### config.mk
export PLATFORM = sky130hd
export DESIGN_NAME = vttpw_ctrl
export DESIGN_NICKNAME = d
export VERILOG_FILES = /design/src/design/vttpw_pkg.sv /design/src/design/vttpw_ctrl.sv
export VERILOG_INCLUDE_DIRS = /design/src /design/src/design
export SDC_FILE = /design/constraint.sdc
export NUM_CORES = 1
export LEC_CHECK = 0
export ABC_AREA = 1
export BUFFER_PORTS_ARGS = -buffer_cell sky130_fd_sc_hd__buf_2
export CAP_MARGIN = 20
export CORE_AREA = 2 2 39 41
export DETAILED_ROUTE_END_ITERATION = 7
export DIE_AREA = 0 0 41 43
export PLACE_DENSITY = 0.72
export SLEW_MARGIN = 10
export SYNTH_ARGS = -nofsm -noshare
export SYNTH_HDL_FRONTEND = slang
export SYNTH_SLANG_ARGS = --single-unit
### constraint.sdc
create_clock -name clk -period 4.14 [get_ports clk]
set_input_delay 1.242 -clock clk [delete_from_list [all_inputs] [get_ports clk]]
set_output_delay 1.242 -clock clk [all_outputs]
set_load 0.02 [all_outputs]
### src/design/vectored_thrust_to_pulse_widths_top_assert.svh
// Assertion macros for the RTL of the block; only vttpw_ctrl includes them.
`ifndef VECTORED_THRUST_TO_PULSE_WIDTHS_TOP_ASSERT_SVH
`define VECTORED_THRUST_TO_PULSE_WIDTHS_TOP_ASSERT_SVH

// Condition on one edge implies a consequence on the next edge.
`define VTT_ASSERT_NEXT(label, cond, cons) \
    label: assert property (@(posedge clk) disable iff (!rst_n) (cond) |=> (cons)) \
        else $error("vttpw: sequencing check failed");

// Condition implies a consequence on the same edge.
`define VTT_ASSERT_SAME(label, cond, cons) \
    label: assert property (@(posedge clk) disable iff (!rst_n) (cond) |-> (cons)) \
        else $error("vttpw: consistency check failed");

`endif

### src/design/vttpw_pkg.sv
`default_nettype none
package vttpw_pkg;

    localparam int DEFAULT_ROTOR_COUNT = 4;
    localparam int CORDIC_STEPS = 16;
    localparam int SQRT_STEPS = 16;

    localparam logic [30:0] PI_Q29 = 31'd1686629713;
    localparam logic signed [17:0] PI_Q12 = 18'sd12868;
    localparam logic signed [17:0] TWO_PI_Q12 = 18'sd25736;
    localparam logic signed [17:0] MAX_TILT_Q12 = 18'sd16085;
    localparam logic signed [28:0] SERVO_GAIN_Q20 = 29'sd219078984;
    localparam logic signed [47:0] SERVO_CENTER_Q32 = 48'sd1500 <<< 32;

    localparam logic [11:0] RST_SERVO_MIN = 12'd500;
    localparam logic [11:0] RST_SERVO_MAX = 12'd2500;
    localparam logic [11:0] RST_MOTOR_MIN = 12'd1000;
    localparam logic [11:0] RST_MOTOR_MAX = 12'd1700;
    localparam logic [14:0] RST_MIN_FORCE = 15'd256;
    localparam logic [31:0] RST_QUAD_GAIN = 32'hFFFF_E43E;
    localparam logic [31:0] RST_LIN_GAIN = 32'd841836;
    localparam logic [12:0] RST_CURVE_OFFSET = 13'd1195;

    typedef enum logic [2:0] {
        REG_SERVO_MIN    = 3'd0,
        REG_SERVO_MAX    = 3'd1,
        REG_MOTOR_MIN    = 3'd2,
        REG_MOTOR_MAX    = 3'd3,
        REG_MIN_FORCE    = 3'd4,
        REG_QUAD_GAIN    = 3'd5,
        REG_LIN_GAIN     = 3'd6,
        REG_CURVE_OFFSET = 3'd7
    } reg_index_t;

    typedef enum logic [3:0] {
        OP_NONE, OP_LOAD, OP_SQ_X, OP_SQ_Y, OP_SQRT, OP_CORDIC_INIT, OP_CORDIC,
        OP_SCALE_LO, OP_SCALE_HI, OP_UNWRAP, OP_SERVO_MUL, OP_MOTOR_Q,
        OP_MOTOR_L, OP_MOTOR_SUM, OP_FINISH
    } dp_op_t;

    typedef enum logic [3:0] {
        ST_IDLE, ST_SQ_X, ST_SQ_Y, ST_SQRT, ST_CORDIC_INIT, ST_CORDIC,
        ST_SCALE_LO, ST_SCALE_HI, ST_UNWRAP, ST_SERVO_MUL, ST_MOTOR_Q,
        ST_MOTOR_L, ST_MOTOR_SUM, ST_FINISH
    } state_t;

    typedef struct packed {
        dp_op_t     op;
        logic [3:0] step;
    } dp_cmd_t;

    typedef struct packed {
        logic out_full;
    } dp_status_t;

    // atan(2^-i) in binary angle units, 2^32 per turn.
    function automatic logic [29:0] atan_step(input logic [3:0] i);
        logic [29:0] v;
        unique case (i)
            4'd0:  v = 30'd536870912;
            4'd1:  v = 30'd316933406;
            4'd2:  v = 30'd167458907;
            4'd3:  v = 30'd85004756;
            4'd4:  v = 30'd42667331;
            4'd5:  v = 30'd21354465;
            4'd6:  v = 30'd10679838;
            4'd7:  v = 30'd5340245;
            4'd8:  v = 30'd2670163;
            4'd9:  v = 30'd1335087;
            4'd10: v = 30'd667544;
            4'd11: v = 30'd333772;
            4'd12: v = 30'd166886;
            4'd13: v = 30'd83443;
            4'd14: v = 30'd41722;
            4'd15: v = 30'd20861;
            default: v = 30'd0;
        endcase
        return v;
    endfunction

endpackage
`default_nettype wire

### src/design/vttpw_ctrl.sv
`default_nettype none
module vttpw_ctrl (
    input  wire logic                 clk,
    input  wire logic                 rst_n,
    input  wire logic                 in_valid,
    output logic                      in_ready,
    input  wire logic                 out_ready,
    input  wire vttpw_pkg::dp_status_t status,
    output vttpw_pkg::dp_cmd_t        cmd
);
    import vttpw_pkg::*;
    `include "vectored_thrust_to_pulse_widths_top_assert.svh"

    state_t     state_reg, state_next;
    logic [3:0] step_reg, step_next;

    always_ff @(posedge clk or negedge rst_n)
    begin
        if (!rst_n)
        begin
            state_reg <= ST_IDLE;
            step_reg  <= '0;
        end
        else
        begin
            state_reg <= state_next;
            step_reg  <= step_next;
        end
    end

    always_comb
    begin
        state_next = state_reg;
        step_next  = step_reg;
        cmd.op     = OP_NONE;
        cmd.step   = step_reg;
        in_ready   = 1'b0;
        unique case (state_reg)
            ST_IDLE:
            begin
                in_ready = 1'b1;
                if (in_valid)
                begin
                    cmd.op     = OP_LOAD;
                    state_next = ST_SQ_X;
                end
            end
            ST_SQ_X:
            begin
                cmd.op     = OP_SQ_X;
                state_next = ST_SQ_Y;
            end
            ST_SQ_Y:
            begin
                cmd.op     = OP_SQ_Y;
                step_next  = '0;
                state_next = ST_SQRT;
            end
            ST_SQRT:
            begin
                cmd.op    = OP_SQRT;
                step_next = step_reg + 4'd1;
                if (step_reg == 4'(SQRT_STEPS - 1))
                begin
                    state_next = ST_CORDIC_INIT;
                end
            end
            ST_CORDIC_INIT:
            begin
                cmd.op     = OP_CORDIC_INIT;
                step_next  = '0;
                state_next = ST_CORDIC;
            end
            ST_CORDIC:
            begin
                cmd.op    = OP_CORDIC;
                step_next = step_reg + 4'd1;
                if (step_reg == 4'(CORDIC_STEPS - 1))
                begin
                    state_next = ST_SCALE_LO;
                end
            end
            ST_SCALE_LO:
            begin
                cmd.op     = OP_SCALE_LO;
                state_next = ST_SCALE_HI;
            end
            ST_SCALE_HI:
            begin
                cmd.op     = OP_SCALE_HI;
                state_next = ST_UNWRAP;
            end
            ST_UNWRAP:
            begin
                cmd.op     = OP_UNWRAP;
                state_next = ST_SERVO_MUL;
            end
            ST_SERVO_MUL:
            begin
                cmd.op     = OP_SERVO_MUL;
                state_next = ST_MOTOR_Q;
            end
            ST_MOTOR_Q:
            begin
                cmd.op     = OP_MOTOR_Q;
                state_next = ST_MOTOR_L;
            end
            ST_MOTOR_L:
            begin
                cmd.op     = OP_MOTOR_L;
                state_next = ST_MOTOR_SUM;
            end
            ST_MOTOR_SUM:
            begin
                cmd.op     = OP_MOTOR_SUM;
                state_next = ST_FINISH;
            end
            ST_FINISH:
            begin
                if (!status.out_full || out_ready)
                begin
                    cmd.op     = OP_FINISH;
                    state_next = ST_IDLE;
                end
            end
            default:
            begin
                state_next = ST_IDLE;
            end
        endcase
    end

    `VTT_ASSERT_NEXT(a_start, (state_reg == ST_IDLE && in_valid), (state_reg == ST_SQ_X))
    `VTT_ASSERT_NEXT(a_cordic_end, (state_reg == ST_CORDIC && step_reg == 4'd15),
                     (state_reg == ST_SCALE_LO))
    `VTT_ASSERT_NEXT(a_finish, (state_reg == ST_FINISH && !status.out_full),
                     (state_reg == ST_IDLE && status.out_full))

endmodule
`default_nettype wire

==> run summary, run 1 <==
Status - finished clean
Final setup violating endpoints - 0
Total number of clock tree sinks - 8
Fin. Hold Viols - 0
Die X - 41 um
First-pass GRT wire length - 1920 um
Cell Chain, Critical Path - buf_2 > o211ai_1 > nand2_1 > inv_1 > o31ai_1 > buf_2
Non-Filler Cell Area, Final - 698 um2
Register Area - 200 um2
Syn-to-layout area delta - 16.7%
Clk root buf - clkbuf_4
Vias in the first global route - 474
Final #Nets - 113
Buf+Inv Stages, Crit Path - 3
Die Ht - 43 um
Max Slew Vio Count - 0
Slew Limit Headroom - 79.8%
CTS max path bufs - 2
PortBufs - 13
CP max stage delay - 0.20 ns
Worst setup EP type - output pin
CTS tree - built
Core Footprint - 0.00138 mm2
Layout Cells excl Fill - 121
GRT Total Usage - 15.7%
Final wirelength - 1250 um
Post-Route Skew - 0.00469 ns
Post-DP Area - 676 um2
Share of cells above drive strength 1 - 22.9%
Final Cycle Share - 76.1%
Routed vias - 606
WP data arrival - 1.91 ns
Crit path time final - 3.15 ns
Clk slew on worst S/H paths - 0.06 ns
Largest net degree at the start of global routing - 10
Hold_buf cts - 0
Syn nets - 96
# resized after CTS - 0
Mapped Cells - 90
Worst vdd ir - 0.319 mV
Syn Std Cell Area - 598 um2
Die ar. - 0.00176 mm2
Initial Util - 43.2%
ANT cells - 0
Slowest-stage cell, CP - o211ai_1
Worst hold-check path type - reg2reg
CTS buffer count - 3
Worst slack at placement - 0.974 ns
DRT iter0 DRCs - 7
PwrDens - 865 mW/mm2
Critical Path Start Type - primary input
TNS Setup - 0 ns
Final HPWL DP - 992 um
Fmax - 0.317 GHz
Grt ovf - 0
Drt pass-1 iters - 4
CP Max Fanout - 2
Routability Congestion - 0.760
Io pins - 14
Synthesized area per cell - 6.65 um2
Final setup margin - 0.990 ns
Vias/cell - 5.01
Register bit total from synthesis - 8
Yosys warnings - 0
H-Tree Depth - 1
Dpl cells - 118
Worst-Margin Slew - 0.302 ns
RSZ-0062 raised after global routing - no
Row count - 14
Most frequent CP cell - buf_2
Worst skew pair latency - 0.25 ns
P_leak - 0.399 nW
Post-CTS setup buffer count - 0
Crit path kind - in2out
Sequential area share after synthesis - 33.5%
Initial antenna violation count - 0
Top delay family on crit path - buffers and inverters
Fillers - 158
Area of the multi-input gates - 334 um2
Post-route DRC - 0
Post-synth cell types - 20
Final ANT Viol Nets - 0
Req. time, crit path - 2.90 ns
Wire per inst - 10.4 um
Max_cap viols - 0
[layout make-up]
type / instances / area share [%]
inverters: 15 / 8.06
well taps: 16 / 2.87
multi-input cells: 66 / 47.8
clock buffers: 3 / 3.23
repair buffers: 13 / 9.32
flip-flops and latches: 8 / 28.7
[cell usage after synthesis]
cell type | n | share of area (%)
dfrtp_1 | 8 | 33
nand4_1 | 2 | 2.1
o221ai_1 | 1 | 1.5
inv_1 | 15 | 9.4
nand2_2 | 3 | 3.1
or2_2 | 1 | 1.0
nand2_4 | 2 | 3.8
nor3_1 | 2 | 1.7
nand2b_1 | 1 | 1.0
nor2_1 | 11 | 6.9
nand3b_1 | 1 | 1.3
buf_4 | 1 | 1.3
a21oi_1 | 4 | 3.3
ha_1 | 1 | 2.1
o21ai_0 | 3 | 2.5
o211ai_1 | 1 | 1.3
nand2_1 | 20 | 13
nor2_2 | 2 | 2.1
nand3_1 | 10 | 8.4
o31ai_1 | 1 | 1.3
[layout by cell type, fill, tap and decap left out, drive strengths merged]
cell type	instances
dfrtp	8
buf	13
ha	1
clkbuf	3
inv	15
o221ai	1
nor2	13
o21ai	3
or2	1
nand2b	1
nor3	2
o31ai	1
nand4	2
nand3	10
nand3b	1
nand2	25
o211ai	1
a21oi	4
[cells by family (layout without fill, tap and decap cells)]
group           after synthesis  after routing  share of synthesized area [%]
simple gates                 55             55                           43.9
buf+inv                      16             31                           10.7
fa+ha+maj                     1              1                           2.09
flops                         8              8                           33.5
compound gates               10             10                           9.83
[report_power, final]
group	switching, mW	internal [mW]	leakage (nW)
clock	0.0263	0.0332	0.0138
combinational	0.249	0.134	0.283
sequential	0.0507	0.111	0.102
[worst register-to-register path: cells and delay by family (launching register included)]
kind,cells,cell delay [ns]
AND/OR/NAND/NOR,5,0.48
flip-flops,1,0.51
buffers and inverters,2,0.19
[stage by stage]
stage	util (%)	hold slack, ns	power, mW
after floorplan	-	0.521	0.451
after global placement	48.8	0.539	0.542
after detailed placement	48.8	0.536	0.548
after CTS	50.5	0.545	0.611
after global routing	50.5	0.556	0.660
final	50.5	0.542	0.604
[routing by layer]
layer	vias to the layer above	global-route usage [%]	share of wire, %
met5	-	0	0
met4	0	4.00	0
met3	0	4.71	4.2
met2	12	24.1	48
met1	271	20.8	47
li1	323	-	-
[path summary, 6_finish.rpt]
kind                                          start  cells past startpoint  slack [ns]                  endpoint
hold / removal              step_reg[0]$_DFFE_PN0P_                      1        0.54   step_reg[0]$_DFFE_PN0P_
min in group asynchronous                     rst_n                      1        0.83   step_reg[0]$_DFFE_PN0P_
setup / recovery                          out_ready                      6        0.99                    cmd[7]
setup reg to reg           state_reg[2]$_DFFE_PN0P_                      7        2.86  state_reg[2]$_DFFE_PN0P_
max in group asynchronous                     rst_n                      1        3.14   step_reg[3]$_DFFE_PN0P_
hold reg to reg             step_reg[0]$_DFFE_PN0P_                      1        0.54   step_reg[0]$_DFFE_PN0P_
Note: power is estimated with default switching activity, not from simulation.
==> run 2, diff against run 1 <==
Settings changed: CORE_AREA 2 2 39 41 to default, CORE_UTILIZATION from default to 45, DIE_AREA 0 0 41 43 to default, PLACE_DENSITY 0.72 to 0.74.
Clock period 4.14 ns to 2.82 ns, I/O delays scaled along.
==> run summary, run 2 (synthesis gave the netlist of run 1 again) <==
CTS tree - built (unchanged)
Setup crit end - cmd[6] (was cmd[7])
Worst skew pair latency - 0.26 ns (was 0.25 ns)
H-Tree Depth - 1 (unchanged)
Clk slew on worst S/H paths - 0.06 ns (about the same)
Vias in the first global route - 507 (was 474)
Final setup violating endpoints - 0 (unchanged)
Met3 GRT Util - 5.23% (was 4.71%)
Io pins - 14 (unchanged)
CTS max path bufs - 2 (unchanged)
Worst hold slack - 0.423 ns (was 0.542 ns)
CP Max Fanout - 6 (was 2)
GRT met2 Usage - 36.4% (was 24.1%)
Worst hold-check path type - in2async (was reg2reg)
Crit path time final - 2.43 ns
Post-Route Utilization - 59.4% (was 50.5%)
Total number of clock tree sinks - 8 (unchanged)
Final #Nets - 113 (unchanged)
R2r worst-path depth - 4 (was 7)
Final HPWL DP - 1070 um (was 992 um)
Crit path kind - reg2out (was in2out)
# resized after CTS - 0 (unchanged)
Worst setup EP type - output pin (unchanged)
Syn-to-layout area delta - 16.3% (was 16.7%)
Initial antenna violation count - 0 (unchanged)
RSZ-0062 raised after global routing - no (unchanged)
Final setup margin - 0.389 ns (was 0.990 ns)
Row count - 12 (was 14)
Largest net degree at the start of global routing - 10 (unchanged)
Wire per inst - 11.2 um (was 10.4 um)
Critical Path Start Type - register (was primary input)
Critical path origin - state_reg[1]$_DFFE_PN0P_ (was out_ready)
CTS buffer count - 3 (unchanged)
Reg2reg setup slack - 1.54 ns (was 2.86 ns)
Vias/cell - 5.09 (was 5.01)
PwrDens - 1290 mW/mm2 (was 865 mW/mm2)
Die X - 38.5 um (was 41 um)
WP data arrival - 1.59 ns (was 1.91 ns)
Fin. Hold Viols - 0 (unchanged)
Slew Limit Headroom - 79.2% (was 79.8%)
Die ar. - 0.00148 mm2 (was 0.00176 mm2)
Post-Route Skew - 0.00170 ns (was 0.00469 ns)
Clk root buf - clkbuf_4 (unchanged)
Power Internal - 0.409 mW (was 0.278 mW)
Net Sw Frac - 54.4% (was 54.0%)
Initial Util - 51.1% (was 43.2%)
Max_cap viols - 0 (unchanged)
Worst-Margin Slew - 0.311 ns (was 0.302 ns)
Crit Reg-Reg Startpoint - state_reg[1]$_DFFE_PN0P_ (was state_reg[2]$_DFFE_PN0P_)
Fillers - 122 (was 158)
R2R Path End - step_reg[1]$_DFFE_PN0P_ (was state_reg[2]$_DFFE_PN0P_)
Non-Filler Cell Area, Final - 696 um2 (was 698 um2)
Layout Cells excl Fill - 119 (was 121)
Max Slew Vio Count - 0 (unchanged)
Flop pwr share - 26.5% (was 26.7%)
Clock power frac - 10.3% (was 9.8%)
Fmax - 0.411 GHz
Routed vias - 606 (unchanged)
Post-route DRC - 0 (unchanged)
Routability Congestion - 0.850 (was 0.760)
Req. time, crit path - 1.97 ns (was 2.90 ns)
Commonest cells after routing, fill and taps aside - nand2_1 (20), inv_1 (15), buf_2 (13), nor2_1 (11), nand3_1 (10) (unchanged)
Grt ovf - 0 (unchanged)
PortBufs - 13 (unchanged)
Post-DP Area - 673 um2 (was 676 um2)
Die Ht - 38.5 um (was 43 um)
Core Footprint - 0.00117 mm2 (was 0.00138 mm2)
Share of cells above drive strength 1 - 22.9% (unchanged)
Post-CTS setup buffer count - 0 (unchanged)
Final wirelength - 1330 um (was 1250 um)
P_leak - 0.399 nW (unchanged)
Worst vdd ir - 0.607 mV (was 0.319 mV)
DRT iter0 DRCs - 20 (was 7)
Final Cycle Share - 86.2%
ANT cells - 0 (unchanged)
Dpl cells - 116 (was 118)
Status - finished clean (unchanged)
Pwr Total - 0.896 mW (was 0.604 mW)
Gate power share - 63.2% (was 63.5%)
First-pass GRT wire length - 2240 um (was 1920 um)
Grt met1 use - 29.7% (was 20.8%)
Final ANT Viol Nets - 0 (unchanged)
Psw - 0.488 mW (was 0.326 mW)
Worst slack at placement - 0.455 ns (was 0.974 ns)
Commonest non-fill, non-tap cell in the layout - nand2_1 (unchanged)
Drt pass-1 iters - 4 (unchanged)
Hold_buf cts - 0 (unchanged)
TNS Setup - 0 ns (unchanged)
GRT busiest layer - met2 (unchanged)
GRT Total Usage - 23.0% (was 15.7%)
run 2: power by group through the flow:
stage          Clock, mW  Combinational, mW  Sequential, mW
5_1_grt           0.0964              0.645           0.247
6_report          0.0922              0.567           0.237
2_1_floorplan          0              0.432           0.230
4_1_cts           0.0948              0.569           0.238
3_3_place_gp           0              0.555           0.238
3_5_place_dp           0              0.567           0.240
run 2: metal layers:
metal  part of all wire, %  up-vias
met2                    46       17
met1                    48      265
met3                   3.8        4
li1                      -      320
met4                   1.6        0
met5                     0        -
run 2: cell type report:
| type | instances | area, um2 | area share, % |
|---|---|---|---|
| Sequential cell | 8 | 200 | 28.8 |
| Multi-Input combinational cell | 66 | 334 | 48.0 |
| Clock buffer | 3 | 22.5 | 3.24 |
| Tap cell | 14 | 17.5 | 2.52 |
| Timing Repair Buffer | 13 | 65.1 | 9.35 |
| Inverter | 15 | 56.3 | 8.09 |
run 2: critical path, cell delays in order (launching register included):
cell	delay, ns
dfrtp_1	0.44
nor2_1	0.30
nor2_1	0.11
a21oi_1	0.21
nand2b_1	0.13
buf_2	0.15
run 2: how the worst min path moves through the flow:
stage                                     endpoint  slack (ns)  cells past startpoint
after floorplan           state_reg[0]$_DFFE_PN0P_        0.52                      2
after global placement     step_reg[0]$_DFFE_PN0P_        0.54                      1
after detailed placement   step_reg[0]$_DFFE_PN0P_        0.55                      1
after CTS                  step_reg[3]$_DFFE_PN0P_        0.42                      1
after global routing      state_reg[3]$_DFFE_PN0P_        0.43                      1
final                     state_reg[3]$_DFFE_PN0P_        0.42                      1
==> run 3, diff against run 2 <==
Settings changed: CORE_AREA from default to 2 2 39 41, CORE_UTILIZATION 45 to default, DIE_AREA from default to 0 0 41 43, PLACE_DENSITY 0.74 to 0.72.
Clock period 2.82 ns to 2.9 ns, I/O delays scaled along.
==> run summary, run 3 (synthesis gave the netlist of run 1 again) <==
Critical path origin - state_reg[1]$_DFFE_PN0P_ (unchanged)
PwrDens - 1230 mW/mm2 (was 1290 mW/mm2)
R2R Path End - state_reg[1]$_DFFE_PN0P_ (was step_reg[1]$_DFFE_PN0P_)
CP max stage delay - 0.44 ns (about the same)
GRT Total Usage - 15.5% (was 23.0%)
Crit path time final - 2.43 ns
RSZ-0062 raised after global routing - no (unchanged)
Setup crit end - cmd[6] (unchanged)
TNS Setup - 0 ns (unchanged)
Total number of clock tree sinks - 8 (unchanged)
GRT met2 Usage - 22.8% (was 36.4%)
Largest net degree at the start of global routing - 10 (unchanged)
Status - finished clean (unchanged)
H-Tree Depth - 1 (unchanged)
Crit path kind - reg2out (unchanged)
Routed vias - 613 (was 606)
Post-Route Skew - 0.000766 ns (was 0.00170 ns)
Commonest non-fill, non-tap cell in the layout - nand2_1 (unchanged)
Most frequent CP cell - nor2_1 (unchanged)
Worst vdd ir - 0.425 mV (was 0.607 mV)
Post-route DRC - 0 (unchanged)
Routability Congestion - 0.759 (was 0.850)
Grt met1 use - 22.5% (was 29.7%)
Reg2reg setup slack - 1.60 ns (was 1.54 ns)
Final #Nets - 113 (unchanged)
Hold_buf cts - 0 (unchanged)
Final ANT Viol Nets - 0 (unchanged)
Crit Reg-Reg Startpoint - state_reg[2]$_DFFE_PN0P_ (was state_reg[1]$_DFFE_PN0P_)
First-pass GRT wire length - 1900 um (was 2240 um)
Pwr Total - 0.861 mW (was 0.896 mW)
Buf+Inv Stages, Crit Path - 1 (unchanged)
Post-DP Area - 676 um2 (was 673 um2)
Syn-to-layout area delta - 16.7% (was 16.3%)
Commonest cells after routing, fill and taps aside - nand2_1 (20), inv_1 (15), buf_2 (13), nor2_1 (11), nand3_1 (10) (unchanged)
Initial antenna violation count - 0 (unchanged)
CTS tree - built (unchanged)
Final HPWL DP - 960 um (was 1070 um)
Vias/cell - 5.07 (was 5.09)
Core Footprint - 0.00138 mm2 (was 0.00117 mm2)
Cell Chain, Critical Path - nor2_1 > nor2_1 > a21oi_1 > nand2b_1 > buf_2 (unchanged)
WP data arrival - 1.56 ns (was 1.59 ns)
Worst setup EP type - output pin (unchanged)
Post-CTS setup buffer count - 0 (unchanged)
Clk slew on worst S/H paths - 0.05 ns (was 0.06 ns)
CTS max path bufs - 2 (unchanged)
Final wirelength - 1250 um (was 1330 um)
Max Slew Vio Count - 0 (unchanged)
ANT cells - 0 (unchanged)
Non-Filler Cell Area, Final - 698 um2 (was 696 um2)
Row count - 14 (was 12)
Worst skew pair latency - 0.25 ns (was 0.26 ns)
Die Ht - 43 um (was 38.5 um)
Final setup violating endpoints - 0 (unchanged)
Die ar. - 0.00176 mm2 (was 0.00148 mm2)
CTS buffer count - 3 (unchanged)
DRT iter0 DRCs - 14 (was 20)
P_leak - 0.399 nW (unchanged)
Met3 GRT Util - 4.71% (was 5.23%)
# resized after CTS - 0 (unchanged)
Clk root buf - clkbuf_4 (unchanged)
Top delay family on crit path - simple AND/OR/NAND/NOR gates (unchanged)
Die X - 41 um (was 38.5 um)
Share of cells above drive strength 1 - 22.9% (unchanged)
Fmax - 0.411 GHz
GRT busiest layer - met2 (unchanged)
Io pins - 14 (unchanged)
Max_cap viols - 0 (unchanged)
R2r worst-path depth - 7 (was 4)
Wire per inst - 10.3 um (was 11.2 um)
Req. time, crit path - 2.03 ns (was 1.97 ns)
Grt ovf - 0 (unchanged)
Critical Path Start Type - register (unchanged)
PortBufs - 13 (unchanged)
Worst-Margin Slew - 0.312 ns (was 0.311 ns)
Final Cycle Share - 83.8%
Slowest-stage cell, CP - dfrtp_1 (unchanged)
Initial Util - 43.2% (was 51.1%)
Slew Limit Headroom - 79.2% (about the same)
Worst hold-check path type - in2async (unchanged)
Cell count along the critical path - 5 (unchanged)
Fin. Hold Viols - 0 (unchanged)
Vias in the first global route - 477 (was 507)
Drt pass-1 iters - 4 (unchanged)
CP Max Fanout - 6 (unchanged)
run 3: cell type report:
cell class / instances / area [um2]
clock buffers: 3 / 22.5
fillers: 146 / 686
inverters: 15 / 56.3
multi-input cells: 66 / 334
flip-flops and latches: 8 / 200
well taps: 16 / 20.0
repair buffers: 13 / 65.1
run 3: per-stage QoR:
stage                     worst slack, ns  hold slack (ns)  instances  utilization, %
after floorplan                     0.678            0.521         90               -
after global placement              0.501            0.538        118            48.8
after detailed placement            0.485            0.546        118            48.8
after CTS                           0.459            0.460        121            50.5
after global routing                0.319            0.469        121            50.5
final                               0.469            0.464        121            50.5
run 3: per-layer routing:
layer / routed length [um] / up-vias / share of wire [%]
met5: 0 / - / 0
met4: 0 / 0 / 0
met3: 51 / 0 / 4.1
met2: 590 / 17 / 47
met1: 607 / 273 / 49
li1: - / 323 / -
run 3: where the power goes:
| group | leakage (nW) | internal, mW | total, mW | switching [mW] |
|---|---|---|---|---|
| Clock | 0.0138 | 0.0472 | 0.0820 | 0.0349 |
| Sequential | 0.102 | 0.158 | 0.232 | 0.0736 |
| Combinational | 0.283 | 0.192 | 0.547 | 0.356 |
run 3: worst min path at each step:
stage	from	to	cells past startpoint
2_1_floorplan	state_reg[0]$_DFFE_PN0P_	state_reg[0]$_DFFE_PN0P_	2
3_3_place_gp	step_reg[0]$_DFFE_PN0P_	step_reg[0]$_DFFE_PN0P_	1
3_5_place_dp	step_reg[0]$_DFFE_PN0P_	step_reg[0]$_DFFE_PN0P_	1
4_1_cts	rst_n	state_reg[3]$_DFFE_PN0P_	1
5_1_grt	rst_n	state_reg[3]$_DFFE_PN0P_	1
6_report	rst_n	state_reg[3]$_DFFE_PN0P_	1
run 3: worst register-to-register path, stage by stage, from the launching register on:
cell and delay [ns]:
dfrtp_1 0.52, nand2_1 0.15, inv_1 0.13, nand3_1 0.12, nand2_1 0.08, inv_1 0.06, nand3_1 0.06, nand2_1 0.06
